## src/sv/tdttot_pkg.sv

```systemverilog
package tdttot_pkg;

  localparam logic [7:0] TID_TDT = 8'h70;
  localparam logic [7:0] TID_TOT = 8'h73;

  localparam int unsigned MAX_SECTION_BYTES = 4096;

  localparam logic [31:0] CRC_INIT = 32'hFFFF_FFFF;
  localparam logic [31:0] CRC_POLY = 32'h04C1_1DB7;

  localparam logic [11:0] POS_MAX = 12'hFFF;

  typedef logic [2:0] role_t;
  localparam role_t ROLE_HEADER   = 3'd0;
  localparam role_t ROLE_UTC      = 3'd1;
  localparam role_t ROLE_LOOPLEN  = 3'd2;
  localparam role_t ROLE_TAG      = 3'd3;
  localparam role_t ROLE_DESC_LEN = 3'd4;
  localparam role_t ROLE_DATA     = 3'd5;
  localparam role_t ROLE_CRC      = 3'd6;
  localparam role_t ROLE_IGNORED  = 3'd7;

  typedef logic [2:0] verdict_t;
  localparam verdict_t V_OK      = 3'd0;
  localparam verdict_t V_TABLE   = 3'd1;
  localparam verdict_t V_TDTLEN  = 3'd2;
  localparam verdict_t V_CRC     = 3'd3;
  localparam verdict_t V_LENGTH  = 3'd4;
  localparam verdict_t V_OVERRUN = 3'd5;

  typedef logic [1:0] phase_t;
  localparam phase_t PH_TAG  = 2'd0;
  localparam phase_t PH_LEN  = 2'd1;
  localparam phase_t PH_DATA = 2'd2;
  localparam phase_t PH_SKIP = 2'd3;

endpackage

```

## src/sv/tdttot_in_if.sv

```systemverilog
interface tdttot_in_if;
  logic       valid;
  logic       ready;
  logic [7:0] data_byte;
  logic       end_of_section;

  modport source(output valid, data_byte, end_of_section, input ready);
  modport sink(input valid, data_byte, end_of_section, output ready);
endinterface

```

## src/sv/tdttot_out_if.sv

```systemverilog
interface tdttot_out_if;
  logic        valid;
  logic        ready;
  logic [2:0]  byte_role;
  logic [7:0]  byte_value;
  logic [7:0]  descriptor_index;
  logic        section_done;
  logic [2:0]  verdict;
  logic [39:0] utc_time;
  logic [7:0]  descriptor_total;

  modport source(output valid, byte_role, byte_value, descriptor_index, section_done,
                 verdict, utc_time, descriptor_total, input ready);
  modport sink(input valid, byte_role, byte_value, descriptor_index, section_done,
               verdict, utc_time, descriptor_total, output ready);
endinterface

```

## src/sv/tdttot_crc.sv

```systemverilog
module tdttot_crc (
  input  logic [31:0] seed,
  input  logic [7:0]  data,
  output logic [31:0] folded
);
  import tdttot_pkg::*;

  always_comb begin
    folded = seed ^ {data, 24'h000000};
    for (int k = 0; k < 8; k++) begin
      if (folded[31]) begin
        folded = {folded[30:0], 1'b0} ^ CRC_POLY;
      end else begin
        folded = {folded[30:0], 1'b0};
      end
    end
  end
endmodule

```

## src/sv/tdt_tot_section_decoder.sv

```systemverilog
// An accepted input word passes through the input register, then the result register,
// to its result word. Throughput: one word per cycle, sustained under no stall;
// the CRC folds a whole byte per cycle so nothing iterates.
// Reset: synchronous, active high; clears both pipeline stages and the section state.
// After each end-of-section word the section state returns to its reset values.
module tdt_tot_section_decoder (
  input  logic               clk,
  input  logic               rst,
  tdttot_in_if.sink          byte_ch,
  tdttot_out_if.source       res_ch
);
  import tdttot_pkg::*;

  // section state
  logic [11:0] pos;
  logic [31:0] crc;
  logic        is_tot;
  logic [11:0] decl_len;
  logic [39:0] utc;
  logic [11:0] loop_len;
  logic [7:0]  remaining;
  phase_t      phase;
  logic [7:0]  count;
  verdict_t    err;

  logic [31:0] crc_next;
  logic        is_tot_next;
  logic [11:0] decl_len_next;
  logic [39:0] utc_next;
  logic [11:0] loop_len_next;
  logic [7:0]  remaining_next;
  phase_t      phase_next;
  logic [7:0]  count_next;
  verdict_t    err_next;

  // input stage
  logic        a_valid;
  logic [7:0]  a_byte;
  logic        a_eos;

  // result stage
  logic        b_valid;
  role_t       b_role;
  logic [7:0]  b_value;
  logic [7:0]  b_idx;
  logic        b_done;
  verdict_t    b_verdict;
  logic [39:0] b_utc;
  logic [7:0]  b_total;

  logic        b_free;
  logic        fire;

  logic [31:0] crc_fold;
  role_t       role;
  logic [7:0]  idx;
  verdict_t    verdict;
  logic [12:0] pos13;
  logic [12:0] last;
  logic [11:0] crc_start;
  logic [12:0] loop_end;

  assign b_free       = !b_valid || res_ch.ready;
  assign fire         = a_valid && b_free;
  assign byte_ch.ready = !a_valid || b_free;

  tdttot_crc u_crc (
    .seed   (crc),
    .data   (a_byte),
    .folded (crc_fold)
  );

  always_comb begin
    crc_next       = crc;
    is_tot_next    = is_tot;
    decl_len_next  = decl_len;
    utc_next       = utc;
    loop_len_next  = loop_len;
    remaining_next = remaining;
    phase_next     = phase;
    count_next     = count;
    err_next       = err;
    role           = ROLE_IGNORED;
    idx            = 8'd0;
    pos13          = {1'b0, pos};
    last           = {1'b0, decl_len} + 13'd2;
    crc_start      = decl_len - 12'd1;
    loop_end       = {1'b0, loop_len} + 13'd10;
    if (loop_end > {1'b0, crc_start}) begin
      loop_end = {1'b0, crc_start};
    end

    if (phase != PH_SKIP) begin
      crc_next = crc_fold;
      if (pos <= 12'd2) begin
        role = ROLE_HEADER;
        if (pos == 12'd0) begin
          is_tot_next = (a_byte == TID_TOT);
          if (a_byte != TID_TDT && a_byte != TID_TOT) begin
            if (err_next == V_OK) err_next = V_TABLE;
            phase_next = PH_SKIP;
          end
        end else if (pos == 12'd1) begin
          decl_len_next = {a_byte[3:0], 8'h00};
        end else begin
          decl_len_next = {decl_len[11:8], a_byte};
          last          = {1'b0, decl_len_next} + 13'd2;
          if (!is_tot) begin
            if (decl_len_next != 12'd5) begin
              if (err_next == V_OK) err_next = V_TDTLEN;
              phase_next = PH_SKIP;
            end
          end else if (decl_len_next < 12'd11 ||
                       {1'b0, decl_len_next} + 13'd3 > 13'(MAX_SECTION_BYTES)) begin
            if (err_next == V_OK) err_next = V_LENGTH;
            phase_next = PH_SKIP;
          end
        end
      end else if (pos <= 12'd7) begin
        role     = ROLE_UTC;
        utc_next = {utc[31:0], a_byte};
      end else if (is_tot) begin
        if (pos >= crc_start) begin
          role = ROLE_CRC;
        end else if (pos == 12'd8) begin
          role          = ROLE_LOOPLEN;
          loop_len_next = {a_byte[3:0], 8'h00};
        end else if (pos == 12'd9) begin
          role          = ROLE_LOOPLEN;
          loop_len_next = {loop_len[11:8], a_byte};
          if ({1'b0, loop_len_next} + 13'd11 > {1'b0, decl_len}) begin
            if (err_next == V_OK) err_next = V_LENGTH;
          end
        end else if (pos13 < loop_end) begin
          idx = count;
          unique case (phase)
            PH_TAG: begin
              role       = ROLE_TAG;
              phase_next = PH_LEN;
            end
            PH_LEN: begin
              role           = ROLE_DESC_LEN;
              remaining_next = a_byte;
              if (a_byte == 8'd0) begin
                if (count != 8'hFF) count_next = count + 8'd1;
                phase_next = PH_TAG;
              end else begin
                phase_next = PH_DATA;
              end
            end
            default: begin
              role           = ROLE_DATA;
              remaining_next = remaining - 8'd1;
              if (remaining_next == 8'd0) begin
                if (count != 8'hFF) count_next = count + 8'd1;
                phase_next = PH_TAG;
              end
            end
          endcase
          if (pos13 + 13'd1 == loop_end && phase_next != PH_TAG) begin
            if (err_next == V_OK) err_next = V_OVERRUN;
            phase_next = PH_TAG;
          end
        end
      end
      if (pos >= 12'd2 && pos13 == last && !a_eos && phase_next != PH_SKIP) begin
        if (err_next == V_OK) err_next = V_LENGTH;
        phase_next = PH_SKIP;
      end
    end

    verdict = err_next;
    if (verdict == V_OK && (pos < 12'd2 || pos13 != last)) begin
      verdict = V_LENGTH;
    end
    if (is_tot_next && (verdict == V_OK || verdict == V_OVERRUN) && crc_next != 32'd0) begin
      verdict = V_CRC;
    end
  end

  always_ff @(posedge clk) begin
    if (rst) begin
      a_valid <= 1'b0;
    end else if (byte_ch.ready) begin
      a_valid <= byte_ch.valid;
    end
    if (byte_ch.ready && byte_ch.valid) begin
      a_byte <= byte_ch.data_byte;
      a_eos  <= byte_ch.end_of_section;
    end
  end

  always_ff @(posedge clk) begin
    if (rst) begin
      b_valid <= 1'b0;
    end else if (b_free) begin
      b_valid <= a_valid;
    end
    if (fire) begin
      b_role    <= role;
      b_value   <= a_byte;
      b_idx     <= idx;
      b_done    <= a_eos;
      b_verdict <= a_eos ? verdict : V_OK;
      b_utc     <= a_eos ? utc_next : 40'd0;
      b_total   <= a_eos ? count_next : 8'd0;
    end
  end

  always_ff @(posedge clk) begin
    if (rst || (fire && a_eos)) begin
      pos       <= 12'd0;
      crc       <= CRC_INIT;
      is_tot    <= 1'b0;
      decl_len  <= 12'd0;
      utc       <= 40'd0;
      loop_len  <= 12'd0;
      remaining <= 8'd0;
      phase     <= PH_TAG;
      count     <= 8'd0;
      err       <= V_OK;
    end else if (fire) begin
      if (pos != POS_MAX) pos <= pos + 12'd1;
      crc       <= crc_next;
      is_tot    <= is_tot_next;
      decl_len  <= decl_len_next;
      utc       <= utc_next;
      loop_len  <= loop_len_next;
      remaining <= remaining_next;
      phase     <= phase_next;
      count     <= count_next;
      err       <= err_next;
    end
  end

  assign res_ch.valid            = b_valid;
  assign res_ch.byte_role        = b_role;
  assign res_ch.byte_value       = b_value;
  assign res_ch.descriptor_index = b_idx;
  assign res_ch.section_done     = b_done;
  assign res_ch.verdict          = b_verdict;
  assign res_ch.utc_time         = b_utc;
  assign res_ch.descriptor_total = b_total;

`ifndef SYNTHESIS
  a_skip_has_error: assert property (@(posedge clk) disable iff (rst)
    phase == PH_SKIP |-> err != V_OK)
    else $error("skip phase without a recorded error");

  a_quiet_until_done: assert property (@(posedge clk) disable iff (rst)
    b_valid && !b_done |-> b_verdict == V_OK && b_utc == 40'd0 && b_total == 8'd0)
    else $error("verdict fields set on a word that does not end the section");

  a_index_on_desc: assert property (@(posedge clk) disable iff (rst)
    b_valid && b_idx != 8'd0 |->
      b_role == ROLE_TAG || b_role == ROLE_DESC_LEN || b_role == ROLE_DATA)
    else $error("descriptor index on a non-descriptor word");

  a_section_restart: assert property (@(posedge clk) disable iff (rst)
    fire && a_eos |=> pos == 12'd0 && crc == CRC_INIT && phase == PH_TAG)
    else $error("section state not cleared after end of section");

  a_verdict_range: assert property (@(posedge clk) disable iff (rst)
    b_valid && b_done |-> b_verdict <= V_OVERRUN)
    else $error("verdict code out of range");
`endif
endmodule
```

## src/flat_wrapper.sv

```systemverilog
// flat-port wrapper written by rule: the top's interface ports become plain ports
module tdt_tot_section_decoder_flat import tdttot_pkg::*;
  (clk, rst, byte_ch_valid, byte_ch_data_byte, byte_ch_end_of_section, byte_ch_ready, res_ch_valid, res_ch_byte_role, res_ch_byte_value, res_ch_descriptor_index, res_ch_section_done, res_ch_verdict, res_ch_utc_time, res_ch_descriptor_total, res_ch_ready);
  tdttot_in_if byte_ch_i ();
  tdttot_out_if res_ch_i ();
  input  logic clk;
  input  logic rst;
  input wire logic [$bits(byte_ch_i.valid)-1:0] byte_ch_valid;
  input wire logic [$bits(byte_ch_i.data_byte)-1:0] byte_ch_data_byte;
  input wire logic [$bits(byte_ch_i.end_of_section)-1:0] byte_ch_end_of_section;
  output wire logic [$bits(byte_ch_i.ready)-1:0] byte_ch_ready;
  output wire logic [$bits(res_ch_i.valid)-1:0] res_ch_valid;
  output wire logic [$bits(res_ch_i.byte_role)-1:0] res_ch_byte_role;
  output wire logic [$bits(res_ch_i.byte_value)-1:0] res_ch_byte_value;
  output wire logic [$bits(res_ch_i.descriptor_index)-1:0] res_ch_descriptor_index;
  output wire logic [$bits(res_ch_i.section_done)-1:0] res_ch_section_done;
  output wire logic [$bits(res_ch_i.verdict)-1:0] res_ch_verdict;
  output wire logic [$bits(res_ch_i.utc_time)-1:0] res_ch_utc_time;
  output wire logic [$bits(res_ch_i.descriptor_total)-1:0] res_ch_descriptor_total;
  input wire logic [$bits(res_ch_i.ready)-1:0] res_ch_ready;
  assign byte_ch_i.valid = byte_ch_valid;
  assign byte_ch_i.data_byte = byte_ch_data_byte;
  assign byte_ch_i.end_of_section = byte_ch_end_of_section;
  assign byte_ch_ready = byte_ch_i.ready;
  assign res_ch_valid = res_ch_i.valid;
  assign res_ch_byte_role = res_ch_i.byte_role;
  assign res_ch_byte_value = res_ch_i.byte_value;
  assign res_ch_descriptor_index = res_ch_i.descriptor_index;
  assign res_ch_section_done = res_ch_i.section_done;
  assign res_ch_verdict = res_ch_i.verdict;
  assign res_ch_utc_time = res_ch_i.utc_time;
  assign res_ch_descriptor_total = res_ch_i.descriptor_total;
  assign res_ch_i.ready = res_ch_ready;
  tdt_tot_section_decoder u_core (.clk(clk), .rst(rst), .byte_ch(byte_ch_i), .res_ch(res_ch_i));
endmodule
```

## config.mk

```make
export PLATFORM = sky130hd
export DESIGN_NAME = tdt_tot_section_decoder_flat
export DESIGN_NICKNAME = d
export VERILOG_FILES = /design/src/sv/tdttot_pkg.sv /design/src/sv/tdttot_in_if.sv /design/src/sv/tdttot_out_if.sv /design/src/sv/tdttot_crc.sv /design/src/sv/tdt_tot_section_decoder.sv /design/src/flat_wrapper.sv
export SDC_FILE = /design/constraint.sdc
export NUM_CORES = 1
export LEC_CHECK = 0
export BUFFER_PORTS_ARGS = -buffer_cell sky130_fd_sc_hd__buf_2
export CAP_MARGIN = 20
export CORE_ASPECT_RATIO = 1.4
export CORE_MARGIN = 10
export CORE_UTILIZATION = 40
export DETAILED_ROUTE_END_ITERATION = 10
export PLACE_DENSITY_LB_ADDON = 0.1
export SETUP_SLACK_MARGIN = 0.02
export SLEW_MARGIN = 20
export SYNTH_ARGS = -nofsm -noshare
export SYNTH_HDL_FRONTEND = slang
export SYNTH_SLANG_ARGS = --single-unit
```

## constraint.sdc

```tcl
create_clock -name clk -period 6.62 [get_ports clk]
set_input_delay 0.331 -clock clk [delete_from_list [all_inputs] [get_ports clk]]
set_output_delay 0.331 -clock clk [all_outputs]
set_load 0.03 [all_outputs]
```

== After elaboration in Yosys (flattened, before gate mapping) ==
Index checks and enable logic that the tools add are counted.
Operators by class
  $add $sub $neg: 10
  $lt $le $gt $ge: 10
  eq/ne operators: 16
  multiplexer cells: 97
  bitwise gates (word level): 20
  reductions and logical operators: 40
Operator list (count)
  $mux 27: 8
  $mux 40: 3
  $not 14->14: 8
  $mux 8: 13
  $mux 3: 31
  $mux 13: 6
  $mux 2: 27
  $add 12x2->13 const B: 3
  $mux 32: 1
  $pmux 8 s2: 2
  $reduce_bool 32->1: 1
  $xor 32x32->32: 1
  $add 12x4->13 const B: 2
  $gt 13x12->1: 2
  $eq 12x4->1 const B: 2
  $logic_not 8->1: 2
  $ne 8x7->1 const B: 2
  $reduce_and 7->1: 2
  $add 12x1->13 const B: 1
  $eq 12x13->1: 1
  $eq 13x13->1: 1
  $gt 13x13->1 const B: 1
  $lt 12x13->1: 1
  $ne 12x13->1: 1
  other kinds (36): 71
Word-level totals
  bits in registers: 212
  bits of input ports: 13
  output and inout port bits: 73
  logic and storage cells: 217

== Longest topological paths before layout ==
  word-level depth: 35
  gate-level depth with buffers: 31
  gate-level depth less buffers: 29

== Hierarchy ==
From an unflattened synthesis, not the netlist that was laid out.
Second synthesis, totals
  cell total of the unflattened synthesis: 1573
  area, all modules: 13235.2 um2
By module, submodules not included
  tdt_tot_section_decoder: instances 1, cells each 1510, area an instance 12278.0 um2, sequential area each 5044.8 um2
  tdttot_crc: instances 1, cells each 63, area an instance 957.2 um2, sequential area each 0.0 um2

== Least setup slack after synthesis ==
No wires, ideal clock.
  path type: reg2reg
  start point: register u_core.decl_len[1]
  end point: register u_core.b_total[3], in the netlist u_core.res_ch.descriptor_total[3], data pin
  setup time: 0.266 ns
  arrival time: 6.418 ns
  required time: 6.354 ns
  slack: -0.064 ns
  cell stages (with the launch flop): 29
  path buffers: 1
  clock period less this slack: 6.684 ns
  path through: dfxtp_1 inv_1 ha_1 a21boi_1 nand3_1 xnor2_1 inv_1 ha_1 a211o_1 o21ai_0 a211oi_2 o31ai_4 mux2_2 ha_1 nor2b_1 o21a_1 o21a_1 o21a_1 o21ai_0 a21oi_1 o311ai_0 nand2_1 or3_1 clkbuf_1 nand2b_1 or4_1 a21o_1 a22oi_1 nor2_1
Between the ends
  longest elaborated chain between the ends: 12
  elaborated cells on any way between the ends: 13
  those cells by class: add/sub: 1; order compare: 3; mux: 9
RTL lines
  start: declaration: RTL line tdt_tot_section_decoder.sv:18  | logic [11:0] decl_len;
  start signal: assignment: RTL line tdt_tot_section_decoder.sv:226  | decl_len <= decl_len_next;
  $sub 12x1->12 (*): RTL line tdt_tot_section_decoder.sv:87  | crc_start = decl_len - 12'd1;
  $gt 13x12->1: RTL line tdt_tot_section_decoder.sv:89  | if (loop_end > {1'b0, crc_start}) begin
  $mux 13: RTL line tdt_tot_section_decoder.sv:89
  $lt 12x13->1: RTL line tdt_tot_section_decoder.sv:134  | end else if (pos13 < loop_end) begin
  $mux 8: RTL line tdt_tot_section_decoder.sv:134
  $mux 8: RTL line tdt_tot_section_decoder.sv:128  | end else if (pos == 12'd9) begin
  $mux 8: RTL line tdt_tot_section_decoder.sv:125  | end else if (pos == 12'd8) begin
  $mux 8 (*): RTL line tdt_tot_section_decoder.sv:123  | if (pos >= crc_start) begin
  $mux 8 (*): RTL line tdt_tot_section_decoder.sv:122  | end else if (is_tot) begin
  $mux 8 (*): RTL line tdt_tot_section_decoder.sv:119  | end else if (pos <= 12'd7) begin
  $mux 8 (*): RTL line tdt_tot_section_decoder.sv:95  | if (pos <= 12'd2) begin
  $mux 8 (*): RTL line tdt_tot_section_decoder.sv:93  | if (phase != PH_SKIP) begin
  end signal: assignment: RTL line tdt_tot_section_decoder.sv:206  | b_total <= a_eos ? count_next : 8'd0;
  end: declaration: RTL line tdt_tot_section_decoder.sv:49  | logic [7:0] b_total;
Every way passes the cells marked *; elsewhere a longest branch is shown, timed or not.
A chain may end at the register's enable or synchronous reset.

== Final worst setup path ==
  start point: register u_core.decl_len[0]
  end point: register u_core.b_total[3], in the netlist u_core.res_ch.descriptor_total[3], data pin
Same word-level chain as after synthesis.

==> flow_metrics.tcl <==
set metrics [dict create \
    setup_viol 0 \
    ys_seq_area_frac 0.3790 \
    tightest_slew_ns 1.090 \
    grt_pass1_vias 11650 \
    clockBufferDepth 3 \
    crit_buf_inv 2 \
    drv_slew 0 \
    post_dp_cell_area_sq_um 14330 \
    core_sq_um 33010 \
    n_fill_cell 3338 \
    htreeDepth 1 \
    ys_types 85 \
    rows 79 \
    wl_per_cell_microns 19.94 \
    synth_area_sq_um 13310 \
    cts_tree "yes" \
    slowest_delay_ns 0.58 \
    cp_num_cells 27 \
    endpoint "u_core.res_ch.descriptor_total[3]" \
    dieHeight_microns 235.8 \
    status "finished, final reports clean" \
    criticalPathCategory "register to register" \
    layout-drive-gt1-share 0.1383 \
    grt_usage 0.2003 \
    synth_top_area_share 0.1985 \
    syn_area_per_cell_sq_um 8.355 \
    ir_drop_uv 269.2 \
    synth_edf_count 80 \
    cts_root_buffer "clkbuf_16" \
    die-area_sq_um 41080 \
    crit_slowest_cell "or4_4" \
    firstDrtPassIters 5 \
    clkSinkCount 212 \
    end_kind "register" \
    ys_async_sr_fraction 0 \
    max_freq_mhz 159.2 \
    critPathTopFamily "compound AO/OA/AOI/OAI gates" \
    top_layer_used "met4" \
    synth_ff_type "dfxtp_1" \
    rr_startpoint "u_core.decl_len[0]" \
    cts_made_buffers 25 \
    hold_viol 0 \
    vias 11840 \
    numPortBuffers 85 \
    routed_wl_microns 42750 \
    synth_nets 1672 \
    startpoint "u_core.decl_len[0]" \
    grt_start_max_net_pins 73 \
    hp-class "input port to register" \
    critPathMaxFanout 5 \
    startpoint_type "register" \
    diodes 0 \
    drt_iter0_drc 775 \
    fin_crit_sh 0.9491 \
    synth_cells 1593 \
    antenna_found_initial 0 \
    design_area_sq_um 15310 \
    rr_endpoint "u_core.res_ch.descriptor_total[3]" \
    fin_skew_ns 0.03227 \
    clk_latency_ns 0.56 \
    wl_met3_microns 1859 \
    grt_first_pass_wirelength_microns 66430 \
    ant_nets 0 \
    avgViaCountPerCell 5.524 \
    fin_nets 1759 \
    fin_crit_ns 6.283 \
    wirelength_met1_microns 17280 \
    p_leak_nw 5.810 \
    yosysWarnings 0 \
    post-route-drc-count 0 \
    cellPowerDensity_nw_per_um2 229.1 \
    rsz0062_at_grt "no" \
    hpwl_microns 30590 \
    yosysTopAreaCell "dfxtp_1" \
    ff2ff_path_depth 27 \
    crit_arrival_ns 6.57 \
    clkTransAtPathRegs_ns 0.07 \
    die_w_microns 174.2 \
    gp_congestion 0.9096 \
    start_util 0.4032 \
    cp.required_ns 6.91 \
    ys_ff_latch 212 \
    maxCapViolCount 0 \
    syn_to_final_growth_pct 15.00 \
    num_io_pins 86 \
    grt_overflow_total 0 \
    ff2ff_setup_slack_ns 0.34 \
    relSlewSlack 0.2680 \
    wl_met2_microns 21820 \
    synthTopCellsByArea "dfxtp_1 20%, edfxtp_1 18%, nand2_1 8.2%, xnor2_1 6.4%, ha_1 6.2%" \
    tns_ns 0 \
]
[cells in the mapped netlist (11+ instances only)]
library cell / instances
o21ai_0: 51
nand2_1: 289
clkbuf_1: 81
inv_1: 47
a31oi_1: 11
xor2_1: 48
a211oi_1: 17
o22ai_1: 11
nor2b_1: 12
nor4_1: 19
o211ai_1: 25
edfxtp_1: 80
o21a_1: 15
nand4_1: 22
nor3_1: 33
a22oi_1: 15
dfxtp_1: 132
nand3_1: 48
a21o_1: 11
a21oi_1: 136
xnor2_1: 98
and2_1: 13
nor2_1: 131
nand2b_1: 16
ha_1: 66
mux2i_1: 27
[placed cells by master (no fill, tap or decap), drive strengths merged, types with 5 or more instances in the layout]
cell type and n:
nand2 289, mux2i 27, ha 66, edfxtp 80
nor2 131, or2 9, or4 6, a21oi 137
a211o 5, dfxtp 132, a21o 12, clkinv 10
o31ai 8, a211oi 20, mux2 8, nor4b 6
nor4 21, nand2b 16, or3 11, and3 8
o21a 16, dlygate4sd3 11, nand3 48, clkbuf 32
o211ai 25, nand4 23, and4 6, buf 141
and2 13, o22ai 11, a31oi 12, inv 52
xor2 48, a22oi 15, xnor2 99, o21ai 51
nor3 34, nor2b 12
[worst min-delay path by stage]
stage,end,cells after the start,startpoint
floorplan,u_core.a_valid,1,rst
global placement,u_core.utc[37],2,u_core.utc[37]
detailed placement,u_core.res_ch.byte_value[7],0,u_core.a_byte[7]
CTS,u_core.res_ch.valid,4,res_ch_ready
global route,u_core.res_ch.valid,4,res_ch_ready
finish,u_core.res_ch.valid,4,res_ch_ready
[final cells by class]
type                    instances  area, sq um  share of cell area
clock buffers                  32        671.9             0.04389
clock inverters                14        127.6            0.008337
inverters                      51        193.9             0.01267
multi-input cells            1238         7756              0.5067
flip-flops and latches        212         5045              0.3296
well taps                     445        556.8             0.03637
repair buffers                152        955.9             0.06245
[worst register-to-register path: stages, from the launching register on]
cell and delay [ns]:
dfxtp_1 0.31, inv_1 0.13, ha_1 0.20, or2b_4 0.31, nor2_1 0.12, xnor2_1 0.18
ha_1 0.31, a211o_1 0.31, o21ai_1 0.21, a211oi_2 0.12, o31ai_4 0.20, mux2_2 0.39
ha_1 0.28, nor2b_1 0.14, o21a_1 0.16, o21a_1 0.16, o21a_1 0.15, o21ai_0 0.16
a21oi_1 0.10, o311ai_1 0.27, buf_4 0.20, nand2_1 0.07, or3_1 0.34, nand2b_1 0.17
or4_4 0.58, a21o_1 0.19, a22oi_2 0.19, nor2_1 0.07
[cells by family (layout without fill, tap and decap cells)]
logic type | after synthesis | after routing | synth area share
AO/OA/AOI/OAI | 348 | 348 | 0.1685
XOR/XNOR | 147 | 147 | 0.09729
adder cells (fa/ha/maj) | 66 | 66 | 0.06204
buffers and inverters | 143 | 249 | 0.04362
flip-flops | 212 | 212 | 0.3790
multiplexers | 35 | 35 | 0.02764
AND/OR/NAND/NOR | 642 | 642 | 0.2219
[power breakdown]
| part | switching (mW) | internal [mW] |
|---|---|---|
| clock | 0.591 | 0.768 |
| combinational | 0.441 | 0.258 |
| sequential | 0.0479 | 1.40 |
| total | 1.08 | 2.43 |
[flip-flops by register name, indices dropped and copies added, names as in the netlist, 2 cells and up]
name	cells
u_core.decl_len	12
u_core.count	8
u_core.loop_len	12
u_core.pos	12
u_core.res_ch.byte_role	3
u_core.phase	2
u_core.res_ch.verdict	3
u_core.err	3
u_core.res_ch.descriptor_total	8
u_core.remaining	8
u_core.a_byte	8
u_core.res_ch.byte_value	8
u_core.res_ch.descriptor_index	8
u_core.crc	32
u_core.utc	40
u_core.res_ch.utc_time	40
[layer usage]
layer  GRT usage  vias up
li1            -     5788
met1      0.2320     5640
met2      0.3583      336
met3     0.02542       79
met4     0.09296        0
met5           0        -
[stage by stage]
stage,std cells,setup slack [ns],utilization,hold slack [ns],total power [mW]
after floorplan,1593,0.07824,-,0.4034,1.974
after global placement,2084,0.2074,0.4339,0.4392,2.164
after detailed placement,2084,0.05189,0.4339,0.4404,2.164
after CTS,2141,0.02286,0.4615,0.05851,3.547
after global routing,2144,0.006870,0.4637,0.08378,3.659
final,2144,0.3371,0.4637,0.07270,3.507
[repair_timing]
| item | in CTS | in global routing |
|---|---|---|
| resized for setup | 0 | 10 |
| hold endpoints to repair | 11 | 0 |
| setup buffers | 0 | 3 |
| hold buffers | 11 | 0 |
| setup endpoints to repair | 0 | 17 |
No activity file was read; power rests on OpenSTA's default activity.
